File: config.mk
export PLATFORM = sky130hd
export DESIGN_NAME = mdef_cell_alu
export DESIGN_NICKNAME = d
export VERILOG_FILES = /design/src/mdef_pkg.sv /design/src/mdef_cell_alu.sv
export SDC_FILE = /design/constraint.sdc
export NUM_CORES = 1
export LEC_CHECK = 0
export BUFFER_PORTS_ARGS = -buffer_cell sky130_fd_sc_hd__buf_2
export CAP_MARGIN = 20
export CORE_AREA = 2 2 39 41
export DETAILED_ROUTE_END_ITERATION = 6
export DIE_AREA = 0 0 41 43
export GPL_ROUTABILITY_DRIVEN = 0
export SYNTH_ARGS = -nofsm -noshare
export SYNTH_HDL_FRONTEND = slang
export SYNTH_SLANG_ARGS = --single-unit
File: constraint.sdc
create_clock -name vclk -period 1.6
set_input_delay 0.08 -clock vclk [all_inputs]
set_output_delay 0.08 -clock vclk [all_outputs]
set_load 0.005 [all_outputs]
File: src/mdef_pkg.sv
package mdef_pkg;

  localparam int GRID_WIDTH  = 32;
  localparam int GRID_HEIGHT = 32;

  localparam int CELL_COUNT  = GRID_WIDTH * GRID_HEIGHT;
  localparam int ADDR_W      = $clog2(CELL_COUNT);
  localparam int X_W         = $clog2(GRID_WIDTH);
  localparam int Y_W         = $clog2(GRID_HEIGHT);
  localparam int REPORT_ROWS = (GRID_HEIGHT < 32) ? GRID_HEIGHT : 32;
  localparam int REPORT_COLS = (GRID_WIDTH < 32) ? GRID_WIDTH : 32;

  localparam logic [3:0] WALL_N     = 4'h1;
  localparam logic [3:0] WALL_E     = 4'h2;
  localparam logic [3:0] WALL_S     = 4'h4;
  localparam logic [3:0] WALL_W     = 4'h8;
  localparam logic [3:0] WALLS_SHUT = 4'hF;

  // Stored cell: path mark in bit 4, walls in bits 3..0
  typedef logic [4:0] cell_t;

  typedef struct packed {
    logic [3:0] walls;
    logic       last_cell;
  } mdef_in_t;

  typedef struct packed {
    logic [4:0]  row_index;
    logic [31:0] path_bits;
    logic        last_row;
  } mdef_out_t;

  typedef enum logic [1:0] {
    ALU_LOAD,
    ALU_INIT,
    ALU_FILL,
    ALU_OR
  } alu_op_t;

  typedef enum logic [1:0] {
    NB_SOUTH,
    NB_WEST,
    NB_NORTH,
    NB_EAST
  } nb_t;

  typedef enum logic [3:0] {
    S_IDLE,
    S_INIT_RD,
    S_INIT_WR,
    S_SCAN_RD,
    S_SCAN_CHK,
    S_NB_RD,
    S_NB_WR,
    S_OUT_RD,
    S_OUT_CAP,
    S_OUT_EMIT
  } state_t;

endpackage

File: src/mdef_cell_alu.sv
module mdef_cell_alu
  import mdef_pkg::*;
(
  input  alu_op_t    op,
  input  cell_t      cell_in,
  input  logic [3:0] walls,
  input  logic [3:0] mask,
  input  logic       is_first,
  input  logic       is_last,
  output cell_t      cell_out,
  output logic       dead_end
);

  logic [3:0] init_walls;

  always_comb begin
    init_walls = cell_in[3:0];
    if (is_first) begin
      init_walls = init_walls & ~WALL_N;
    end
    if (is_last) begin
      init_walls = init_walls & ~WALL_S;
    end
  end

  always_comb begin
    case (op)
      ALU_LOAD: cell_out = {1'b0, walls};
      ALU_INIT: cell_out = {1'b1, init_walls};
      ALU_FILL: cell_out = {1'b0, WALLS_SHUT};
      ALU_OR:   cell_out = cell_in | {1'b0, mask};
      default:  cell_out = cell_in;
    endcase
  end

  assign dead_end = ($countones(cell_in[3:0]) == 3);

endmodule

=== Word level (Yosys, flattened, before mapping) ===
Index checks and enable logic that the tools add are counted.

* $add $sub $neg: 3
* Eq/ne operators: 4
* Muxes and demuxes: 3
* Bitwise operators: 1
* Reductions and logical operators: 1

{| class="wikitable"
|+ Operators with widths
! operator !! number
|-
| case mux 5 bit (4 select lines) || 1
|-
| bitwise OR 5 x 4 -> 5 bit || 1
|-
| adder 1 x 1 -> 2 bit || 2
|-
| == test 2 bit (second input constant) || 2
|-
| adder 2 x 2 -> 3 bit || 1
|-
| == test 3 x 2 -> 1 bit (second input constant) || 1
|-
| two-way mux 3 bit || 1
|-
| == test 2 x 1 -> 1 bit (second input constant) || 1
|-
| logical NOT 2 bit || 1
|-
| two-way mux 1 bit || 1
|}

* Bits in registers: 0
* Logic and storage cells: 12

=== Depth between registers and ports, before layout ===
Gate-level depths: netlist of the first run.

* Word-level depth: 3
* Depth in mapped cells: 7

=== Worst setup path after synthesis of the first run ===
No wires, ideal clock.

* Path type: in2out
* Start: input cell_in[0]
* End: output dead_end
* Arrival time: 1,236 ps
* Data required time: 1,520 ps
* Path slack: 284 ps
* Stages: 7
* Path through: inv_1 -> fa_1 -> inv_1 -> ha_1 -> ha_1 -> nand2_1 -> nor2_1

* Longest elaborated chain between the ends: 3

{| class="wikitable"
|+ RTL lines
! element !! RTL line !! text
|-
| start, declared || mdef_cell_alu.sv:5 || <nowiki>input cell_t cell_in,</nowiki>
|-
| adder 1 x 1 -> 2 bit (not written as such) || mdef_cell_alu.sv:36 || <nowiki>assign dead_end = ($countones(cell_in[3:0]) == 3);</nowiki>
|-
| adder 2 x 2 -> 3 bit (not written as such) || mdef_cell_alu.sv:36 ||
|-
| == test 3 x 2 -> 1 bit || mdef_cell_alu.sv:36 ||
|-
| end, declared || mdef_cell_alu.sv:11 || <nowiki>output logic dead_end</nowiki>
|}

Every way passes these cells.

=== Final worst setup path of the first run ===
* Start: input cell_in[1]
* End: output dead_end

Same word-level chain as after synthesis.

==> out/results.tsv, run 1 <==
stage	metric	value	unit
sta	fin crit share	94.4	%
yosys	area leader, netlist	a21oi_1	
floorplanning	io pins	23	
power_and_ir_drop	Comb pwr share	100.0	%
placement	placed cell area	297	um^2
yosys	Ys Warns	0	
sta	setup tns final	0	ns
critical_path	Worst EP arrival	1.43	ns
finish	register area	0	um^2
power_and_ir_drop	sequential share of power	0	%
global_routing	initial antenna violation count	0	
yosys	synth top area cells	a21oi_1, ha_1, inv_1, fa_1, nor3_1	
sta	worst slew pin tran	0.154	ns
power_and_ir_drop	Leak Pwr	0.175	nW
power_and_ir_drop	internal power	54.5	uW
drt	DRT Pass-1 Iters	2	
yosys	Synth cell types	13	
global_routing	grt total ovfl	0	
global_routing	first-pass GRT wire length	890	um
critical_path	critical path type	in2out	
floorplanning	die width	41	um
placement	placed cell count	65	
sta	WHS	0.475	ns
yosys	net count after synthesis	48	
sta	min cycle time layout	1.51	ns
drt	Via-to-Cell Ratio	3.89	
placement	Port Buffers	23	
yosys	register area share after synthesis	0	%
finish	Seq cells	0	
power_and_ir_drop	total power	97.9	uW
sta	RSZ-0062 raised after global routing	no	
power_and_ir_drop	Clock power frac	0	%
finish	ant diodes	0	
drt	WL final	541	um
finish	commonest non-fill, non-tap cell in the layout	buf_2	
drt	per-cell routed wire length	8.32	um
critical_path	required time worst endpoint	1.52	ns
finish	share of layout cells above drive strength 1	61.2	%
finish	fin nets	71	
finish	Design Area, Final	337	um^2
sta	Final Hold Vio Count	0	
floorplanning	Initial Util	13.0	%
critical_path	Crit path largest cell delay	0.54	ns
hold_path	Worst Hold Depth	4	
critical_path	worst-path cell chain	buf_6, inv_2, fa_1, inv_2, ha_4, ha_4, nand2_2, nor2_1, buf_2	
sta	Final setup viols	0	
clock_tree	cts hold-fix bufs	0	
yosys	Mapped Avg Cell Area	6.43	um^2
global_routing	gr usage total	6.71	%
critical_path	WP buf/inv	4	
floorplanning	die height	43	um
finish	Layout Cells excl Fill	65	
yosys	Post-Synthesis Cells	28	
power_and_ir_drop	switch share	44.3	%
global_routing	largest net degree at the start of global routing	10	
yosys	Post-Syn Area	180	um^2
floorplanning	row count	14	
finish	Area Growth Syn to Fin	86.8	%
power_and_ir_drop	Cell Pwr Density	291	nW/um^2
critical_path	maximum fanout along the worst path	2	
drt	Final ANT Viol Nets	0	
floorplanning	core box area	1380	um^2
run	max cap viols	0	
global_routing	vias in the first global route	233	
critical_path	crit path capture type	output port	
critical_path	family with the most delay on the worst path	adder cells	
finish	clk_buf instances	0	
drt	vias	253	
finish	commonest non-fill, non-tap cells in the layout	buf_2, a21oi_1, nor3_1	
placement	worst slack at placement	0.0332	ns
run_status	outcome	completed	
finish	final core utilization	24.3	%
sta	final-report max-slew violation count	0	
hold_path	worst min path class	in2out	
critical_path	Crit path depth	9	
floorplanning	die footprint	1760	um^2
critical_path	slowest library cell on the worst path	fa_1	
clock_tree	setup bufs post-CTS	0	
placement	Final HPWL DP	450	um
power_and_ir_drop	peak supply drop	0.0737	mV
sta	Final WS setup	0.0891	ns
yosys	area share of the largest cell type after synthesis	16.7	%
sta	Max Freq	0.662	GHz
drt	initial drt markers	1	
drt	DRC errors left	0	
sta	Slew headroom	89.6	%
critical_path	crit path launch type	primary input	
clock_tree	post_cts resized	0	
power_and_ir_drop	sw power	43.4	uW
-- cells in the mapped netlist --
| master | n |
|---|---|
| ha_1 | 2 |
| o22ai_1 | 2 |
| nand2_1 | 1 |
| buf_4 | 1 |
| fa_1 | 1 |
| nor3_1 | 4 |
| nor2b_2 | 1 |
| inv_1 | 6 |
| buf_6 | 1 |
| a21oi_1 | 6 |
| and2b_1 | 1 |
| a21boi_0 | 1 |
| nor2_1 | 1 |
-- worst paths after layout --
check | from | end
worst max-delay path | cell_in[1] | dead_end
worst min-delay path | walls[3] | cell_out[3]
-- final cells by class --
| cell class | instances | area [um^2] |
|---|---|---|
| fillers | 158 | 1050 |
| multi-input cells | 20 | 166 |
| repair buffers | 23 | 128 |
| inverters | 6 | 22.5 |
| well taps | 16 | 20.0 |
-- per-layer routing --
| metal | GRT usage [%] | share of wire, % | up-vias |
|---|---|---|---|
| li1 | - | - | 136 |
| met2 | 12.8 | 55 | 10 |
| met4 | 0 | 0 | 0 |
| met5 | 0 | 0 | - |
| met1 | 7.99 | 39 | 107 |
| met3 | 0.524 | 5.9 | 0 |
-- kinds of logic (layout without fill, tap and decap cells) --
kind of cell / Yosys count / count (layout) / synth area share, %
AOI/OAI and AO/OA: 9 / 9 / 27.8
adders and majority gates: 3 / 3 / 25.0
buffers and inverters: 8 / 29 / 22.9
and+or+nand+nor: 8 / 8 / 24.3
-- power by group through the flow --
stage	clock network (mW)	logic [mW]	registers, mW
floorplan	0	0.0420	0
global placement	0	0.0765	0
detailed placement	0	0.0788	0
CTS	0	0.0787	0
finish	0	0.0979	0
global route	0	0.116	0
-- worst min-delay path: stages --
cell     delay [ns]
buf_2          0.07
nor3_1         0.03
a21oi_1        0.09
buf_2          0.11
No activity file was read; power rests on OpenSTA's default activity.
==> run 2: changes to the inputs <==
CELL_PAD_IN_SITES_DETAIL_PLACEMENT = 0   (was unset)
CELL_PAD_IN_SITES_GLOBAL_PLACEMENT = 2   (was unset)
PLACE_DENSITY_LB_ADDON = 0.1   (was unset)
==> out/results.tsv, run 2 (synthesized netlist as in run 1, its figures left out) <==
stage	metric	value	unit	change
critical_path	required time worst endpoint	1.52	ns	about the same
finish	fin nets	71		unchanged
power_and_ir_drop	peak supply drop	0.0393	mV	was 0.0737 mV
floorplanning	die footprint	1760	um^2	unchanged
floorplanning	core box area	1380	um^2	unchanged
finish	register area	0	um^2	unchanged
hold_path	worst min path class	in2out		unchanged
finish	ant diodes	0		unchanged
global_routing	gr usage total	6.11	%	was 6.71%
drt	DRT Pass-1 Iters	1		was 2
sta	Max Freq	0.651	GHz	was 0.662 GHz
critical_path	critical path type	in2out		unchanged
sta	Final setup viols	0		unchanged
drt	met3 wire length	75	um	was 32 um
finish	Area Growth Syn to Fin	64.6	%	was 86.8%
power_and_ir_drop	Comb pwr share	100.0	%	about the same
run_status	outcome	completed		unchanged
floorplanning	io pins	23		unchanged
drt	wl on met1	210	um	was 213 um
sta	setup tns final	0	ns	unchanged
global_routing	vias in the first global route	222		was 233
sta	min cycle time layout	1.54	ns	was 1.51 ns
critical_path	slowest library cell on the worst path	fa_1		unchanged
power_and_ir_drop	total power	76.8	uW	was 97.9 uW
sta	Slew headroom	89.8	%	was 89.6%
hold_path	min-delay src	walls[0]		was walls[3]
finish	Design Area, Final	297	um^2	was 337 um^2
finish	Seq cells	0		unchanged
sta	Final Hold Vio Count	0		unchanged
sta	worst slew pin tran	0.151	ns	was 0.154 ns
floorplanning	row count	14		unchanged
global_routing	initial antenna violation count	0		unchanged
clock_tree	post_cts resized	0		unchanged
global_routing	first-pass GRT wire length	821	um	was 890 um
floorplanning	die height	43	um	unchanged
finish	final core utilization	21.4	%	was 24.3%
critical_path	Crit path largest cell delay	0.53	ns	was 0.54 ns
power_and_ir_drop	switch share	46.1	%	was 44.3%
sta	WHS	0.469	ns	was 0.475 ns
sta	fin crit share	96.0	%	was 94.4%
power_and_ir_drop	internal power	41.4	uW	was 54.5 uW
finish	share of layout cells above drive strength 1	49.0	%	was 61.2%
critical_path	Worst EP arrival	1.46	ns	was 1.43 ns
sta	RSZ-0062 raised after global routing	no		unchanged
power_and_ir_drop	Leak Pwr	0.175	nW	about the same
finish	Filler cells	181		was 158
floorplanning	die width	41	um	unchanged
run	max cap viols	0		unchanged
finish	commonest non-fill, non-tap cells in the layout	buf_2, a21oi_1, inv_1		was buf_2, a21oi_1, nor3_1
clock_tree	cts hold-fix bufs	0		unchanged
finish	commonest non-fill, non-tap cell in the layout	buf_2		unchanged
drt	DRC errors left	0		unchanged
finish	clk_buf instances	0		unchanged
drt	highest metal used	met3		unchanged
drt	Final ANT Viol Nets	0		unchanged
drt	Via-to-Cell Ratio	3.89		unchanged
placement	placed cell area	297	um^2	unchanged
drt	WL final	523	um	was 541 um
placement	Port Buffers	23		unchanged
critical_path	worst-path cell chain	buf_2, inv_1, fa_1, inv_1, ha_1, ha_1, nand2_1, nor2_1, buf_2		was buf_6, inv_2, fa_1, inv_2, ha_4, ha_4, nand2_2, nor2_1, buf_2
global_routing	grt total ovfl	0		unchanged
drt	vias	253		unchanged
floorplanning	Initial Util	13.0	%	unchanged
critical_path	Setup crit start	cell_in[0]		was cell_in[1]
drt	per-cell routed wire length	8.05	um	was 8.32 um
power_and_ir_drop	Cell Pwr Density	259	nW/um^2	was 291 nW/um^2
clock_tree	setup bufs post-CTS	0		unchanged
power_and_ir_drop	Clock power frac	0	%	about the same
placement	Final HPWL DP	496	um	was 450 um
drt	initial drt markers	0		was 1
critical_path	maximum fanout along the worst path	3		was 2
critical_path	crit path launch type	primary input		unchanged
power_and_ir_drop	sw power	35.4	uW	was 43.4 uW
sta	final-report max-slew violation count	0		unchanged
global_routing	largest net degree at the start of global routing	10		unchanged
drt	routed wl met2	237	um	was 295 um
power_and_ir_drop	sequential share of power	0	%	about the same
critical_path	crit path capture type	output port		unchanged
[run 2: cell types whose count changed in the layout (fill, tap and decap cells not counted)]
cell | before | now
buf_2 | 21 | 23
ha_1 | 0 | 2
buf_6 | 2 | 0
inv_2 | 3 | 0
nand2_2 | 1 | 0
ha_4 | 2 | 0
inv_1 | 3 | 6
nand2_1 | 0 | 1
[run 2: through the flow]
step,cells,setup slack (ns)
final,65,0.0647
after global routing,65,0.00261
after CTS,65,0.0423
after detailed placement,65,0.0354
after global placement,65,0.0704
after floorplan,28,0.284
[run 2: final cells by class]
| class | instances | area (um^2) | area share [%] |
|---|---|---|---|
| Multi-Input combinational cell | 20 | 139 | 46.8 |
| Tap cell | 16 | 20.0 | 6.75 |
| Inverter | 6 | 22.5 | 7.59 |
| Timing Repair Buffer | 23 | 115 | 38.8 |
[run 2: power groups by stage]
stage / logic (mW) / clock network, mW / registers [mW]
floorplan: 0.0420 / 0 / 0
global placement: 0.0766 / 0 / 0
detailed placement: 0.0793 / 0 / 0
CTS: 0.0793 / 0 / 0
global route: 0.0868 / 0 / 0
finish: 0.0768 / 0 / 0
[run 2: final timing paths]
path     endpoint  slack [ns]  cells past startpoint
min   cell_out[0]        0.47                      4
max      dead_end        0.06                      9
[run 2: layer usage]
layer	vias to the layer above	GRT usage [%]
met5	-	0
met4	0	0
met3	0	0
met2	15	11.3
met1	103	7.96
li1	135	-
[run 2: worst max-delay path: cells and delay by family]
kind / cells / cell delay, ns
adders and majority gates: 3 / 0.96
buffers and inverters: 4 / 0.30
and+or+nand+nor: 2 / 0.11
==> run 3: changes to the inputs <==
CAP_MARGIN = unset   (was 20)
GPL_TIMING_DRIVEN = 0   (was unset)
==> out/results.tsv, run 3 (synthesized netlist as in run 1, its figures left out) <==
stage	metric	value	unit	change
critical_path	Crit path depth	9		unchanged
critical_path	Worst EP arrival	1.40	ns	was 1.46 ns
critical_path	WP buf/inv	4		unchanged
drt	DRT Pass-1 Iters	3		was 1
floorplanning	die width	41	um	unchanged
run_status	outcome	completed		unchanged
drt	vias	255		was 253
finish	final core utilization	24.1	%	was 21.4%
drt	initial drt markers	1		was 0
sta	RSZ-0062 raised after global routing	no		unchanged
clock_tree	cts hold-fix bufs	0		unchanged
floorplanning	row count	14		unchanged
floorplanning	io pins	23		unchanged
finish	Layout Cells excl Fill	65		unchanged
finish	clk_buf instances	0		unchanged
power_and_ir_drop	sw power	39.1	uW	was 35.4 uW
sta	min cycle time layout	1.48	ns	was 1.54 ns
placement	worst slack at placement	0.0556	ns	was 0.0354 ns
floorplanning	die height	43	um	unchanged
finish	Area Growth Syn to Fin	84.7	%	was 64.6%
run	max cap viols	0		unchanged
global_routing	initial antenna violation count	0		unchanged
finish	commonest non-fill, non-tap cell in the layout	buf_2		unchanged
finish	Filler cells	169		was 181
power_and_ir_drop	Leak Pwr	0.177	nW	was 0.175 nW
floorplanning	core box area	1380	um^2	unchanged
sta	Final setup viols	0		unchanged
critical_path	crit path launch type	primary input		unchanged
finish	ant diodes	0		unchanged
critical_path	critical path type	in2out		unchanged
drt	WL final	589	um	was 523 um
global_routing	largest net degree at the start of global routing	10		unchanged
hold_path	worst min path class	in2out		unchanged
critical_path	family with the most delay on the worst path	adder cells		unchanged
sta	setup tns final	0	ns	unchanged
placement	Port Buffers	21		was 23
drt	DRC errors left	0		unchanged
power_and_ir_drop	total power	89.5	uW	was 76.8 uW
drt	Via-to-Cell Ratio	3.92		was 3.89
critical_path	Crit path largest cell delay	0.52	ns	was 0.53 ns
sta	final-report max-slew violation count	0		unchanged
drt	Final ANT Viol Nets	0		unchanged
sta	Slew headroom	89.7	%	was 89.8%
clock_tree	setup bufs post-CTS	0		unchanged
sta	Final Hold Vio Count	0		unchanged
floorplanning	Initial Util	13.0	%	unchanged
power_and_ir_drop	Comb pwr share	100.0	%	about the same
finish	fin nets	71		unchanged
power_and_ir_drop	Clock power frac	0	%	about the same
critical_path	crit path capture type	output port		unchanged
global_routing	grt total ovfl	0		unchanged
power_and_ir_drop	internal power	50.4	uW	was 41.4 uW
drt	per-cell routed wire length	9.06	um	was 8.05 um
power_and_ir_drop	peak supply drop	0.0565	mV	was 0.0393 mV
power_and_ir_drop	switch share	43.7	%	was 46.1%
power_and_ir_drop	sequential share of power	0	%	about the same
sta	worst slew pin tran	0.153	ns	was 0.151 ns
sta	fin crit share	92.6	%	was 96.0%
global_routing	first-pass GRT wire length	959	um	was 821 um
finish	share of layout cells above drive strength 1	57.1	%	was 49.0%
sta	Max Freq	0.675	GHz	was 0.651 GHz
critical_path	required time worst endpoint	1.52	ns	about the same
power_and_ir_drop	Cell Pwr Density	269	nW/um^2	was 259 nW/um^2
global_routing	vias in the first global route	247		was 222
critical_path	worst-path cell chain	buf_6, inv_2, fa_1, inv_1, ha_2, ha_4, nand2_1, nor2_1, buf_2		was buf_2, inv_1, fa_1, inv_1, ha_1, ha_1, nand2_1, nor2_1, buf_2
sta	Final WS setup	0.119	ns	was 0.0647 ns
finish	Seq cells	0		unchanged
placement	placed cell count	65		unchanged
hold_path	min-delay src	op[0]		was walls[0]
critical_path	maximum fanout along the worst path	2		was 3
floorplanning	die footprint	1760	um^2	unchanged
finish	Multi-input gate area	154	um^2	was 139 um^2
global_routing	gr usage total	7.20	%	was 6.11%
finish	register area	0	um^2	unchanged
critical_path	slowest library cell on the worst path	fa_1		unchanged
finish	commonest non-fill, non-tap cells in the layout	buf_2, a21oi_1, nor3_1, inv_1, buf_6		was buf_2, a21oi_1, inv_1
critical_path	Setup crit start	cell_in[3]		was cell_in[0]
hold_path	Worst Hold Depth	3		was 4
==> run 3: cell types whose count changed in the layout (fill, tap and decap cells not counted) <==
cell and delta:
ha_2 +1, inv_2 +2, buf_2 -4, buf_6 +3, buf_4 +1, inv_1 -2, ha_1 -2, ha_4 +1
==> run 3: layout make-up <==
type	count	share of cell area, %
multi-input cells	20	46.2
repair buffers	21	35.3
inverters	6	6.77
well taps	16	6.02
plain buffers	2	5.64
==> run 3: path summary, 6_finish.rpt <==
check | endpoint | slack, ns
max | dead_end | 0.12
min | cell_out[0] | 0.44
==> run 3: metrics by stage <==
| stage | hold slack [ns] | cell area [um^2] |
|---|---|---|
| 2_1_floorplan | 0.271 | 180 |
| 3_3_place_gp | 0.438 | 305 |
| 3_5_place_dp | 0.442 | 305 |
| 4_1_cts | 0.445 | 305 |
| 5_1_grt | 0.459 | 333 |
| 6_report | 0.441 | 333 |
==> run 3: power groups by stage <==
stage               registers, mW  clock network [mW]  logic (mW)
floorplan                       0                   0      0.0420
global placement                0                   0      0.0788
detailed placement              0                   0      0.0820
CTS                             0                   0      0.0823
global route                    0                   0       0.105
finish                          0                   0      0.0895
==> run 3: repair_timing <==
action | CTS | global route
setup endpoints to repair | 0 | 1
hold endpoints to repair | 0 | 0
gates resized for setup | 0 | 6
==> run 3: routing by layer <==
layer,part of all wire (%),GRT usage (%)
met5,0,0
met4,0,0
met3,11,0
met2,50,13.1
met1,39,9.52
